==> src/design/ptdc_pkg.sv <==
// Shared types and constants of the synthesizer divider calculator.
`default_nettype none
package ptdc_pkg;

	localparam int unsigned FREQ_W   = 21;
	localparam int unsigned BW_W     = 4;
	localparam int unsigned XTAL_W   = 16;
	localparam int unsigned VCO_W    = 23;
	localparam int unsigned FRAC_W   = 15;
	localparam int unsigned DIVD_W   = VCO_W + FRAC_W;
	localparam int unsigned REM_W    = XTAL_W - 1;
	localparam int unsigned SEL_W    = 4;
	localparam int unsigned NUM_MULT = 10;
	localparam int unsigned NUM_CMP  = NUM_MULT - 1;
	localparam int unsigned XDIV_W   = 11;
	localparam int unsigned OUT_W    = 48;
	localparam int unsigned IN_W     = 32;

	localparam int unsigned VCO_LIMIT_KHZ = 3560000;
	localparam logic [XTAL_W-1:0] CRYSTAL_RESET = 16'd28800;

	// multiplier index that wins when no listed multiplier fits
	localparam logic [SEL_W-1:0] SEL_DEFAULT = 4'd9;

	localparam logic [6:0] MULT_TAB [NUM_MULT] = '{
		7'd96, 7'd64, 7'd48, 7'd32, 7'd24, 7'd16, 7'd12, 7'd8, 7'd6, 7'd4
	};

	localparam logic [7:0] BAND_TAB [NUM_MULT] = '{
		8'h82, 8'h82, 8'h42, 8'h42, 8'h22, 8'h22, 8'h12, 8'h12, 8'h0A, 8'h0A
	};

	// largest frequency whose product with each of the first nine multipliers stays below the limit
	localparam logic [FREQ_W-1:0] FREQ_MAX [NUM_CMP] = '{
		21'((VCO_LIMIT_KHZ - 1) / 96), 21'((VCO_LIMIT_KHZ - 1) / 64),
		21'((VCO_LIMIT_KHZ - 1) / 48), 21'((VCO_LIMIT_KHZ - 1) / 32),
		21'((VCO_LIMIT_KHZ - 1) / 24), 21'((VCO_LIMIT_KHZ - 1) / 16),
		21'((VCO_LIMIT_KHZ - 1) / 12), 21'((VCO_LIMIT_KHZ - 1) / 8),
		21'((VCO_LIMIT_KHZ - 1) / 6)
	};

	localparam logic [BW_W-1:0] BW_6MHZ = 4'd6;
	localparam logic [BW_W-1:0] BW_7MHZ = 4'd7;

	localparam logic [7:0] CTRL_VCO_HI = 8'h08;
	localparam logic [7:0] CTRL_DIV    = 8'h02;
	localparam logic [7:0] CTRL_BW6    = 8'h80;
	localparam logic [7:0] CTRL_BW7    = 8'h40;
	localparam logic [7:0] BAND_X6     = 8'h0A;
	localparam logic [7:0] BAND_X12    = 8'h12;
	localparam logic [7:0] BAND_X24    = 8'h22;
	localparam logic [7:0] BAND_X48    = 8'h42;
	localparam logic [7:0] BAND_X96    = 8'h82;

	// long division steps per stage; rounding is sampled once the integer bits are done
	localparam int unsigned NUM_DIV = 10;
	localparam int unsigned DIV_STEPS [NUM_DIV] = '{4, 4, 4, 4, 4, 3, 4, 4, 4, 3};
	localparam int unsigned ROUND_STAGE = 6;

	typedef struct packed {
		logic [REM_W-1:0]  rem;
		logic [DIVD_W-1:0] work;
		logic              rnd;
		logic [SEL_W-1:0]  sel;
		logic [BW_W-1:0]   bw;
	} div_data_t;

endpackage
`default_nettype wire

==> src/design/ptdc_front.sv <==
// Multiplier selection and VCO product, two pipeline stages.
`default_nettype none
module ptdc_front (
	input  wire logic                         clk,
	input  wire logic                         arst_n,
	input  wire logic                         in_valid,
	output logic                              in_ready,
	input  wire logic [ptdc_pkg::FREQ_W-1:0]  freq,
	input  wire logic [ptdc_pkg::BW_W-1:0]    bw,
	output logic                              out_valid,
	input  wire logic                         out_ready,
	output ptdc_pkg::div_data_t               out_data
);

	logic                            valid_s1;
	logic [ptdc_pkg::FREQ_W-1:0]     freq_s1;
	logic [ptdc_pkg::BW_W-1:0]       bw_s1;
	logic [ptdc_pkg::SEL_W-1:0]      sel_s1;
	logic                            valid_s2;
	ptdc_pkg::div_data_t             data_s2;

	logic                            ready_s1;
	logic                            ready_s2;
	logic [ptdc_pkg::SEL_W-1:0]      sel_c;
	logic [27:0]                     prod_c;
	logic [ptdc_pkg::VCO_W-1:0]      vco_c;
	ptdc_pkg::div_data_t             data_c;

	assign ready_s2 = !valid_s2 || out_ready;
	assign ready_s1 = !valid_s1 || ready_s2;
	assign in_ready = ready_s1;

	// first fitting multiplier wins: scan from the last one down
	always_comb begin
		sel_c = ptdc_pkg::SEL_DEFAULT;
		for (int i = ptdc_pkg::NUM_CMP - 1; i >= 0; i--) begin
			if (freq <= ptdc_pkg::FREQ_MAX[i]) begin
				sel_c = ptdc_pkg::SEL_W'(i);
			end
		end
	end

	always_comb begin
		prod_c = {7'd0, freq_s1} * {21'd0, ptdc_pkg::MULT_TAB[sel_s1]};
		vco_c  = prod_c[ptdc_pkg::VCO_W-1:0];
		data_c.rem  = '0;
		data_c.work = {vco_c, {ptdc_pkg::FRAC_W{1'b0}}};
		data_c.rnd  = 1'b0;
		data_c.sel  = sel_s1;
		data_c.bw   = bw_s1;
	end

	always_ff @(posedge clk or negedge arst_n) begin
		if (!arst_n) begin
			valid_s1 <= 1'b0;
			valid_s2 <= 1'b0;
		end else begin
			if (ready_s1) begin
				valid_s1 <= in_valid;
			end
			if (ready_s2) begin
				valid_s2 <= valid_s1;
			end
		end
	end

	always_ff @(posedge clk) begin
		if (ready_s1 && in_valid) begin
			freq_s1 <= freq;
			bw_s1   <= bw;
			sel_s1  <= sel_c;
		end
		if (ready_s2 && valid_s1) begin
			data_s2 <= data_c;
		end
	end

	assign out_valid = valid_s2;
	assign out_data  = data_s2;

endmodule
`default_nettype wire

==> src/design/ptdc_div_stage.sv <==
// One stage of the restoring long division of the VCO by half the crystal.
`default_nettype none
module ptdc_div_stage #(
	parameter int unsigned STEPS = 8,
	parameter bit          ROUND = 1'b0
) (
	input  wire logic                         clk,
	input  wire logic                         arst_n,
	input  wire logic [ptdc_pkg::XTAL_W-1:0]  crystal,
	input  wire logic                         in_valid,
	output logic                              in_ready,
	input  wire ptdc_pkg::div_data_t          in_data,
	output logic                              out_valid,
	input  wire logic                         out_ready,
	output ptdc_pkg::div_data_t               out_data
);

	logic                     valid_s1;
	ptdc_pkg::div_data_t      data_s1;
	logic                     ready_s1;
	ptdc_pkg::div_data_t      nxt_c;
	logic [ptdc_pkg::REM_W-1:0] half_c;
	logic [ptdc_pkg::REM_W-1:0] quarter_c;

	assign half_c    = crystal[ptdc_pkg::XTAL_W-1:1];
	assign quarter_c = {1'b0, crystal[ptdc_pkg::XTAL_W-1:2]};
	assign ready_s1  = !valid_s1 || out_ready;
	assign in_ready  = ready_s1;

	always_comb begin
		logic [ptdc_pkg::REM_W:0] t;
		logic [ptdc_pkg::REM_W:0] diff;
		logic                     ge;
		nxt_c = in_data;
		// the remainder here is the integer remainder: round half up against a quarter crystal
		if (ROUND) begin
			nxt_c.rnd = (in_data.rem >= quarter_c);
		end
		for (int s = 0; s < STEPS; s++) begin
			t    = {nxt_c.rem, nxt_c.work[ptdc_pkg::DIVD_W-1]};
			ge   = (t >= {1'b0, half_c});
			diff = t - {1'b0, half_c};
			nxt_c.rem  = ge ? diff[ptdc_pkg::REM_W-1:0] : t[ptdc_pkg::REM_W-1:0];
			nxt_c.work = {nxt_c.work[ptdc_pkg::DIVD_W-2:0], ge};
		end
	end

	always_ff @(posedge clk or negedge arst_n) begin
		if (!arst_n) begin
			valid_s1 <= 1'b0;
		end else if (ready_s1) begin
			valid_s1 <= in_valid;
		end
	end

	always_ff @(posedge clk) begin
		if (ready_s1 && in_valid) begin
			data_s1 <= nxt_c;
		end
	end

	assign out_valid = valid_s1;
	assign out_data  = data_s1;

endmodule
`default_nettype wire

==> src/design/ptdc_pack.sv <==
// Rounding, byte assembly and the output register.
`default_nettype none
module ptdc_pack (
	input  wire logic                         clk,
	input  wire logic                         arst_n,
	input  wire logic [ptdc_pkg::XTAL_W-1:0]  crystal,
	input  wire logic                         in_valid,
	output logic                              in_ready,
	input  wire ptdc_pkg::div_data_t          in_data,
	output logic                              out_valid,
	input  wire logic                         out_ready,
	output logic [ptdc_pkg::OUT_W-1:0]        out_bytes
);

	logic                              valid_s1;
	logic [ptdc_pkg::OUT_W-1:0]        bytes_s1;
	logic                              ready_s1;
	logic                              zero_c;
	logic [ptdc_pkg::XDIV_W-1:0]       xdiv_c;
	logic [ptdc_pkg::FRAC_W-1:0]       frac_c;
	logic [15:0]                       word_c;
	logic [2:0]                        am_c;
	logic [7:0]                        pm_c;
	logic [7:0]                        lo_c;
	logic [7:0]                        hi_c;
	logic [7:0]                        band_c;
	logic [7:0]                        ctrl_c;

	assign ready_s1 = !valid_s1 || out_ready;
	assign in_ready = ready_s1;

	always_comb begin
		zero_c = (crystal[ptdc_pkg::XTAL_W-1:1] == '0);
		// only the low divider bits reach the bytes
		xdiv_c = in_data.work[ptdc_pkg::XDIV_W+ptdc_pkg::FRAC_W-1:ptdc_pkg::FRAC_W]
			+ {{(ptdc_pkg::XDIV_W-1){1'b0}}, in_data.rnd};
		frac_c = in_data.work[ptdc_pkg::FRAC_W-1:0];
		if (zero_c) begin
			xdiv_c = '0;
			frac_c = '0;
		end
		word_c = {frac_c[ptdc_pkg::FRAC_W-1], frac_c};
		am_c   = xdiv_c[2:0];
		pm_c   = xdiv_c[ptdc_pkg::XDIV_W-1:3];
		// borrow one eighth when the low part is too small
		if (am_c < 3'd2) begin
			lo_c = {5'd0, am_c} + 8'd8;
			hi_c = pm_c - 8'd1;
		end else begin
			lo_c = {5'd0, am_c};
			hi_c = pm_c;
		end
		band_c = ptdc_pkg::BAND_TAB[in_data.sel];
		ctrl_c = ptdc_pkg::CTRL_VCO_HI | (in_data.sel[0] ? ptdc_pkg::CTRL_DIV : 8'd0);
		if (in_data.bw == ptdc_pkg::BW_6MHZ) begin
			ctrl_c = ctrl_c | ptdc_pkg::CTRL_BW6;
		end else if (in_data.bw == ptdc_pkg::BW_7MHZ) begin
			ctrl_c = ctrl_c | ptdc_pkg::CTRL_BW7;
		end
	end

	always_ff @(posedge clk or negedge arst_n) begin
		if (!arst_n) begin
			valid_s1 <= 1'b0;
		end else if (ready_s1) begin
			valid_s1 <= in_valid;
		end
	end

	always_ff @(posedge clk) begin
		if (ready_s1 && in_valid) begin
			bytes_s1 <= {ctrl_c, band_c, word_c[7:0], word_c[15:8], hi_c, lo_c};
		end
	end

	assign out_valid = valid_s1;
	assign out_bytes = bytes_s1;

endmodule
`default_nettype wire

==> src/design/pll_tuner_divider_calc_core.sv <==
// Top level of the synthesizer divider calculator.
`default_nettype none
// Turns a tuning frequency in kHz and a channel bandwidth into the six synthesizer
// register bytes. The VCO multiplier is picked and multiplied in, the VCO is divided by
// half the crystal in ten stages of long division (integer and fraction bits in one
// run), and the bytes are assembled into the output register: thirteen pipeline stages.
// One beat is taken every cycle while the output is not stalled, and every stage holds
// its beat while the next one cannot take it. The crystal register is read by the
// division and assembly stages directly, so write it only while the pipeline is empty.
module pll_tuner_divider_calc_core (
	input  wire logic        clk,
	input  wire logic        arst_n,
	input  wire logic        cfg_we,
	input  wire logic [15:0] cfg_wdata,  // crystal_khz
	input  wire logic        s_tvalid,
	output logic             s_tready,
	input  wire logic [31:0] s_tdata,    // freq_khz[20:0], bw_mhz[24:21], zero fill
	output logic             m_tvalid,
	input  wire logic        m_tready,
	output logic [47:0]      m_tdata     // int_low, int_high, frac_high, frac_low, band, ctrl
);

	logic [ptdc_pkg::XTAL_W-1:0] crystal_q;
	logic                        dv [ptdc_pkg::NUM_DIV+1];
	logic                        dr [ptdc_pkg::NUM_DIV+1];
	ptdc_pkg::div_data_t         dd [ptdc_pkg::NUM_DIV+1];

	always_ff @(posedge clk or negedge arst_n) begin
		if (!arst_n) begin
			crystal_q <= ptdc_pkg::CRYSTAL_RESET;
		end else if (cfg_we) begin
			crystal_q <= cfg_wdata;
		end
	end

	ptdc_front u_front (
		.clk       (clk),
		.arst_n    (arst_n),
		.in_valid  (s_tvalid),
		.in_ready  (s_tready),
		.freq      (s_tdata[ptdc_pkg::FREQ_W-1:0]),
		.bw        (s_tdata[ptdc_pkg::FREQ_W+ptdc_pkg::BW_W-1:ptdc_pkg::FREQ_W]),
		.out_valid (dv[0]),
		.out_ready (dr[0]),
		.out_data  (dd[0])
	);

	for (genvar k = 0; k < ptdc_pkg::NUM_DIV; k++) begin : g_div
		ptdc_div_stage #(
			.STEPS (ptdc_pkg::DIV_STEPS[k]),
			.ROUND (k == ptdc_pkg::ROUND_STAGE)
		) u_div (
			.clk       (clk),
			.arst_n    (arst_n),
			.crystal   (crystal_q),
			.in_valid  (dv[k]),
			.in_ready  (dr[k]),
			.in_data   (dd[k]),
			.out_valid (dv[k+1]),
			.out_ready (dr[k+1]),
			.out_data  (dd[k+1])
		);
	end

	ptdc_pack u_pack (
		.clk       (clk),
		.arst_n    (arst_n),
		.crystal   (crystal_q),
		.in_valid  (dv[ptdc_pkg::NUM_DIV]),
		.in_ready  (dr[ptdc_pkg::NUM_DIV]),
		.in_data   (dd[ptdc_pkg::NUM_DIV]),
		.out_valid (m_tvalid),
		.out_ready (m_tready),
		.out_bytes (m_tdata)
	);

	// low divider byte always lands in two to nine after the borrow
	a_low_range: assert property (@(posedge clk) disable iff (!arst_n)
		m_tvalid |-> (m_tdata[7:0] >= 8'd2 && m_tdata[7:0] <= 8'd9))
		else $error("int_low_byte out of range");

	// band byte is one of the table codes and the VCO-high bit is set
	a_band_ctrl: assert property (@(posedge clk) disable iff (!arst_n)
		m_tvalid |-> (m_tdata[43] && (m_tdata[39:32] == ptdc_pkg::BAND_X96
			|| m_tdata[39:32] == ptdc_pkg::BAND_X48 || m_tdata[39:32] == ptdc_pkg::BAND_X24
			|| m_tdata[39:32] == ptdc_pkg::BAND_X12 || m_tdata[39:32] == ptdc_pkg::BAND_X6)))
		else $error("illegal band or control byte");

	// the last division stage holds its beat behind a stalled output
	a_full_stall: assert property (@(posedge clk) disable iff (!arst_n)
		(m_tvalid && !m_tready && dv[ptdc_pkg::NUM_DIV])
		|=> (dv[ptdc_pkg::NUM_DIV] && $stable(dd[ptdc_pkg::NUM_DIV])))
		else $error("division stage lost a beat during stall");

	// a stalled full output stage blocks the last division stage
	a_last_block: assert property (@(posedge clk) disable iff (!arst_n)
		(m_tvalid && !m_tready) |-> !dr[ptdc_pkg::NUM_DIV])
		else $error("assembly stage accepts while full");

endmodule
`default_nettype wire

==> config.mk <==
export PLATFORM = sky130hd
export DESIGN_NAME = pll_tuner_divider_calc_core
export DESIGN_NICKNAME = d
export VERILOG_FILES = /design/src/design/ptdc_pkg.sv /design/src/design/ptdc_front.sv /design/src/design/ptdc_div_stage.sv /design/src/design/ptdc_pack.sv /design/src/design/pll_tuner_divider_calc_core.sv
export SDC_FILE = /design/constraint.sdc
export NUM_CORES = 2
export LEC_CHECK = 0
export BUFFER_PORTS_ARGS = -buffer_cell sky130_fd_sc_hd__clkbuf_2
export CAP_MARGIN = 20
export CORE_ASPECT_RATIO = 0.6
export CORE_MARGIN = 5
export CORE_UTILIZATION = 40
export CTS_CLUSTER_SIZE = 40
export DETAILED_ROUTE_END_ITERATION = 8
export PLACE_DENSITY_LB_ADDON = 0.05
export SLEW_MARGIN = 20
export SYNTH_ARGS = -nofsm -noshare
export SYNTH_HDL_FRONTEND = slang
export SYNTH_SLANG_ARGS = --single-unit
==> constraint.sdc <==
create_clock -name clk -period 15.25 [get_ports clk]
set_input_delay 3.05 -clock clk [delete_from_list [all_inputs] [get_ports clk]]
set_output_delay 3.05 -clock clk [all_outputs]
set_load 0.1 [all_outputs]
# After elaboration in Yosys (flattened, before gate mapping)
# Memories as Yosys holds them, arrays and structs flattened. A register that Yosys moved wholly into a read port is not among the register bits.
# Cells that the tools add are included.
[word_totals]
register_bits = 562
romBits = 240
input_bits = 53
elab_cells = 270
n_memories = 2
[classes]
add_sub_neg = 40
n_mul = 1
order_cmp = 51
n_eq_ne = 2
n_mux = 56
bitwise = 2
n_reduce_logical = 43
[memory_table]
columns = ["memory", "words", "word_bits", "rd", "rd_clocked_by_memory_dff", "wr", "line", "text"]
rows = [
  ["(name not given)", 16, 8, 1, 1, 0, "ptdc_pack.sv:53", "band_c = ptdc_pkg::BAND_TAB[in_data.sel];"],
  ["(name not given)", 16, 7, 1, 0, 0, "ptdc_front.sv:44", "prod_c = {7'd0, freq_s1} * {21'd0, ptdc_pkg::MULT_TAB[sel_s1]};"],
]
[ops]
columns = ["operator", "n"]
rows = [
  ["16-bit by 15-bit >= comparator with 1-bit output", 37],
  ["15-bit two-way mux", 38],
  ["15-bit subtractor", 36],
  ["21-bit by 16-bit <= comparator with 1-bit output, second input constant", 2],
  ["21-bit by 17-bit <= comparator with 1-bit output, second input constant", 2],
  ["21-bit by 18-bit <= comparator with 1-bit output, second input constant", 2],
  ["21-bit by 19-bit <= comparator with 1-bit output, second input constant", 2],
  ["7-bit two-way mux", 4],
  ["8-bit two-way mux", 3],
  ["21-bit by 7-bit multiplier with 23-bit output", 1],
  ["21-bit by 20-bit <= comparator with 1-bit output, second input constant", 1],
  ["1-bit by 15-bit >= comparator with 1-bit output", 1],
  ["15-bit by 14-bit >= comparator with 1-bit output", 1],
  ["15-bit zero test", 1],
  ["3-bit two-way mux", 5],
  ["1-bit by 15-bit subtractor with 15-bit output", 1],
  ["1-bit logical AND", 13],
  ["1-bit zero test", 13],
  ["1-bit logical OR", 13],
  ["11-bit by 1-bit adder with 11-bit output", 1],
  ["11-bit two-way mux", 1],
  ["5-bit >= comparator, second input constant", 2],
  ["4-bit inverter with 5-bit output", 2],
  ["4-bit by 3-bit == test with 1-bit output, second input constant", 2],
  ["8 further kinds", 11],
]

# Depth between registers and ports, before layout
[logic_depth]
depth_word = 15
depth_mapped = 51

# Modules after synthesis
# From an unflattened synthesis, not the netlist that was laid out.
[hier_totals]
cells_unflattened = 6281
area_unflattened_um2 = 63071.7
[modules_own_cells]
columns = ["module", "instances", "cells_each", "area_each_um2"]
rows = [
  ["ptdc_div_stage (g_div[2].u_div ...)", 4, 600, 5724.2],
  ["ptdc_div_stage (g_div[0].u_div ...)", 3, 551, 5561.6],
  ["ptdc_front", 1, 596, 6262.3],
  ["ptdc_div_stage (g_div[6].u_div)", 1, 565, 5440.2],
  ["ptdc_div_stage (g_div[9].u_div)", 1, 457, 4772.1],
  ["ptdc_div_stage (g_div[5].u_div)", 1, 418, 4461.8],
  ["ptdc_pack", 1, 158, 1899.3],
  ["pll_tuner_divider_calc_core", 1, 34, 654.4],
]

# Worst setup path before layout
# Ideal clock, no wire load.
[synth_path]
path_kind = "reg2reg"
startpoint = "register crystal_q[2] (netlist name)"
endpoint = "register g_div[4].u_div.data_s1, in the netlist g_div[4].u_div.out_data[54], data pin"
setup_ns = 0.261
arrival_time_ns = 11.787
required_time_ns = 14.989
slack_ns = 3.202
path_stages_with_launch = 47
path_buffers = 8
synth_period_minus_slack_ns = 12.048
path_cell_list = "dfrtp_1 > buf_2 > inv_1 > fa_1 > a21o_1 > a21o_1 > a2111o_1 > a211o_1 > nand2_1 > clkbuf_1 > buf_1 > o21ai_0 > ha_1 > a21o_1 > a221o_1 > a21o_1 > a21oi_1 > a21oi_1 > [... 11 more ...] > a31oi_1 > or3_1 > a21oi_1 > nand2_2 > buf_4 > mux2i_1 > ha_1 > nor2b_1 > o21ai_0 > a21boi_0 > o21ai_0 > a21oi_1 > o21ai_0 > o211ai_1 > a31oi_1 > clkbuf_1 > a211oi_1 > a221o_1"
[synth_lines]
columns = ["item", "line", "text"]
rows = [
  ["from (decl)", "pll_tuner_divider_calc_core.sv:23", "logic [ptdc_pkg::XTAL_W-1:0] crystal_q;"],
  ["from (signal assigned)", "pll_tuner_divider_calc_core.sv:30", "crystal_q <= ptdc_pkg::CRYSTAL_RESET;"],
  ["from (signal assigned)", "pll_tuner_divider_calc_core.sv:32", "crystal_q <= cfg_wdata;"],
  ["to (signal assigned)", "ptdc_div_stage.sv:58", "data_s1 <= nxt_c;"],
  ["to (decl)", "ptdc_div_stage.sv:19", "ptdc_pkg::div_data_t data_s1;"],
]

==> results.txt <==
----------------------------------------------------
[Setup path]
  Worst r2r dst ... g_div[1].u_div.out_data[55]
  Cell family with the largest share of critical-path delay ... compound AO/OA/AOI/OAI gates
  Buffers plus inverters on the worst setup path ... 1
  Library cell contributing the largest single delay on the critical path ... dfrtp_4
  Startpoint of the worst register-to-register path ... crystal_q[2]
  Critical path launch point type ... flip-flop
  Type of the worst setup path ... flip-flop to flip-flop
  Number of stages on the worst setup path ... 36
  Worst Reg-to-Reg Cells ... 36
  Flop2flop setup slack ... 1.33 ns
  Crit-path max FO ... 31
  Sort of element at the end of the critical path ... flip-flop
  CP peak stage delay ... 0.80 ns
  Worst Path Arrival ... 14.23 ns
  Required time reported for the critical path endpoint ... 15.55 ns

[Die]
  Die Span Y ... 286 microns
  Std cell rows ... 101
  Effective utilization at floorplan ... 40.3%
  Horizontal die dimension ... 470 microns
  Std-Cell Core Area ... 0.126 sq mm
  Total I/O pin count ... roughly 100
  Die Outline Area ... roughly 0.13 sq mm

[Logic synthesis]
  Cell area after synthesis ... between 0.05 and 0.06 sq mm
  Number of enable flip-flop cells after synthesis ... 469
  Share of async-settable or async-resettable flops after synthesis ... 5.63%
  Cell count after synthesis ... 5511
  Post-synth top flop ... edfxtp_1
  Fraction of the yosys area taken by sequential cells ... 29.1%
  Number of distinct standard cells referenced by the synthesized netlist ... between 100 and 150
  Yosys warning count ... 0
  Count of state elements after synthesis ... 497
  Synth Area per Inst ... between 9 and 10 sq um

[STA]
  Final-report max-slew violation count ... 0
  Final setup violation count ... 0
  Final period utilization ... 91.3%
  Sum Neg Setup Slack ... 0 ns
  Max Clock Freq ... 71.8 MHz
  Max-slew headroom at the worst pin ... 29.7%
  Largest clock skew in the final design ... 0.0256 ns
  Minimum clock period after layout ... 13.92 ns
  Setup repair after global routing missed its margin ... no
  Number of endpoints with negative hold slack in the final report ... 0
  Slew at the pin closest to its max-slew limit ... 1.05 ns

[Placed design]
  Final RePlAce weighted congestion ... ~0.90
  HPWL Detailed ... 118 mm
  Placed Cells ... 7243
  Port Buffers ... 82

[Final layout]
  Final core utilization ... 43.8%
  Share of cells above drive strength 1 ... 10.5%
  Layout fillers ... 12280
  Area used by sequential logic in the layout ... 0.0148 sq mm
  Layout Nets ... ~6300
  Final cell count without fillers ... 7345
  Syn-to-layout area delta ... 8.86%
  Multi-input gate area ... 0.0345 sq mm

[Global route]
  Overflow after GRT ... 0
  Largest net degree at the start of global routing ... 48
  GRT Util Overall ... 22.1%
  Antenna violations before repair ... 2
  Number of global-route vias before repair ... 38686
  First-pass GRT wire length ... 236 mm

[Route]
  Wire length reported by the detailed router ... 153 mm
  Number of violations reported at the end of detailed-routing iteration 0 ... 3865
  Average routed wire per standard cell ... 20.8 microns
  Post-detailed-route DRC marker count ... 0
  Post-route antenna net violation count ... 0
  Routed vias/inst ... 5.69
  Count of vias placed by the detailed router ... 41794
  First drt pass iteration count ... 6

[Min path]
  HP Start ... g_div[8].u_div.out_data[2]
  Hold WC Path Type ... flip-flop to flip-flop
  Worst-case hold path end point ... g_div[9].u_div.out_data[2]
  Worst hold path depth ... 0

[Job]
  Number of max-cap violations ... 0

[CTS]
  Max H-tree Level ... 2
  Post-CTS setup repair buffer count ... 0
  Total clock sinks ... 497
  TritonCTS clock tree ... yes
  Clock Root Buffer ... clkbuf_16
  Worst-Skew Late Latency ... approximately 0.66 ns
  Maximum clock path buffer count ... 3
  Clock buffer count from CTS ... 53
  Post-CTS clock slew at the launch and capture registers of the worst setup and hold paths ... 0.06 ns
  Number of gates resized after CTS ... 0
  Hold Buf Count CTS ... 0

[Outcome]
  Run status ... completed

----------------------------------------------------
-- how the worst max path moves through the flow --
stage,startpoint,end
2_1_floorplan,crystal_q[2],g_div[4].u_div.out_data[54]
3_3_place_gp,crystal_q[2],g_div[3].u_div.out_data[48]
3_5_place_dp,crystal_q[2],g_div[1].u_div.out_data[55]
4_1_cts,crystal_q[2],g_div[1].u_div.out_data[55]
5_1_grt,crystal_q[2],g_div[1].u_div.out_data[55]
6_report,crystal_q[2],g_div[1].u_div.out_data[55]
-- metrics by stage --
step           hold WS (ns)  instance area, sq um  worst slack, ns
2_1_floorplan         0.400                 50900             3.20
4_1_cts               0.410                 55400             1.64
3_3_place_gp          0.401                 53500             1.71
5_1_grt               0.417                 55400            0.506
6_report              0.412                 55400             1.33
3_5_place_dp          0.405                 53500             1.65
-- layout by cell type, fill, tap and decap left out, types with 46 or more instances in the layout --
cell / n
xor2_1: 140
mux2_2: 225
fa_1: 95
nand2_1: 460
buf_4: 56
nor2_1: 430
nand3_1: 112
xnor2_1: 240
clkbuf_2: 82
inv_1: 277
ha_1: 590
o31ai_1: 49
a31oi_1: 56
a21oi_1: 331
o21ai_0: 335
nor4_1: 46
or3_1: 49
o21a_1: 114
clkbuf_16: 53
a211oi_1: 51
nor3_1: 134
a21o_1: 119
edfxtp_1: 469
nand4_1: 81
and2_1: 81
nand2b_1: 85
and3_1: 62
nor2b_1: 89
mux2i_1: 52
-- layout make-up --
cell class,instances,area share [%]
clock buffer,62,2.49
multi-input combinational,4601,62.3
antenna,2,0.00903
tap,1699,3.84
inverter,302,2.05
sequential,497,26.7
timing repair buffer,145,1.78
clock inverter,37,0.804
-- Yosys cell counts, types with 96 or more instances --
library cell	n	share of area, %
xor2_1	140	2.4
a21o_1	119	1.8
o21a_1	114	1.7
nand2_1	460	3.4
xnor2_1	240	4.1
edfxtp_1	469	28
mux2_2	225	5.0
a21oi_1	331	3.3
inv_1	291	2.1
nand3_1	112	1.1
ha_1	590	15
nor3_1	134	1.3
nor2_1	430	3.2
o21ai_0	335	3.3
nor2b_1	96	1.2
-- state kept, by name, summed over array words and instances (netlist names) --
| register | flops |
|---|---|
| crystal_q | 15 |
| g_div.u_div.out_valid | 10 |
| u_pack.out_valid | 1 |
| u_front.valid_s1 | 1 |
| u_front.out_data | 30 |
| u_front.out_valid | 1 |
| u_front.sel_s1 | 4 |
| g_div.u_div.out_data | 375 |
| u_front.freq_s1 | 21 |
| u_front.bw_s1 | 4 |
| u_pack.out_bytes | 35 |
-- routing by layer --
metal / GRT usage (%) / share of wire (%) / vias up
met4: 2.84 / 1.1 / 0
li1: - / - / 20792
met3: 3.80 / 6.3 / 102
met2: 28.7 / 37 / 1008
met5: 0 / 0 / -
met1: 37.5 / 56 / 19892
-- cells by family (layout without fill, tap and decap cells) --
kind of cell / after synthesis / in the layout / share of synthesized area (%)
XOR/XNOR: 380 / 380 / 6.54
AO/OA/AOI/OAI: 1455 / 1455 / 19.1
other: 2 / 14 / 0.0148
multiplexers: 310 / 310 / 6.75
AND/OR/NAND/NOR: 1759 / 1759 / 17.0
adder cells (fa/ha/maj): 685 / 685 / 18.2
flip-flops: 497 / 497 / 29.1
buffers and inverters: 423 / 546 / 3.32
Power is not shown: default switching activity piles up to over one toggle a cycle in this logic, so the estimate is an artifact.
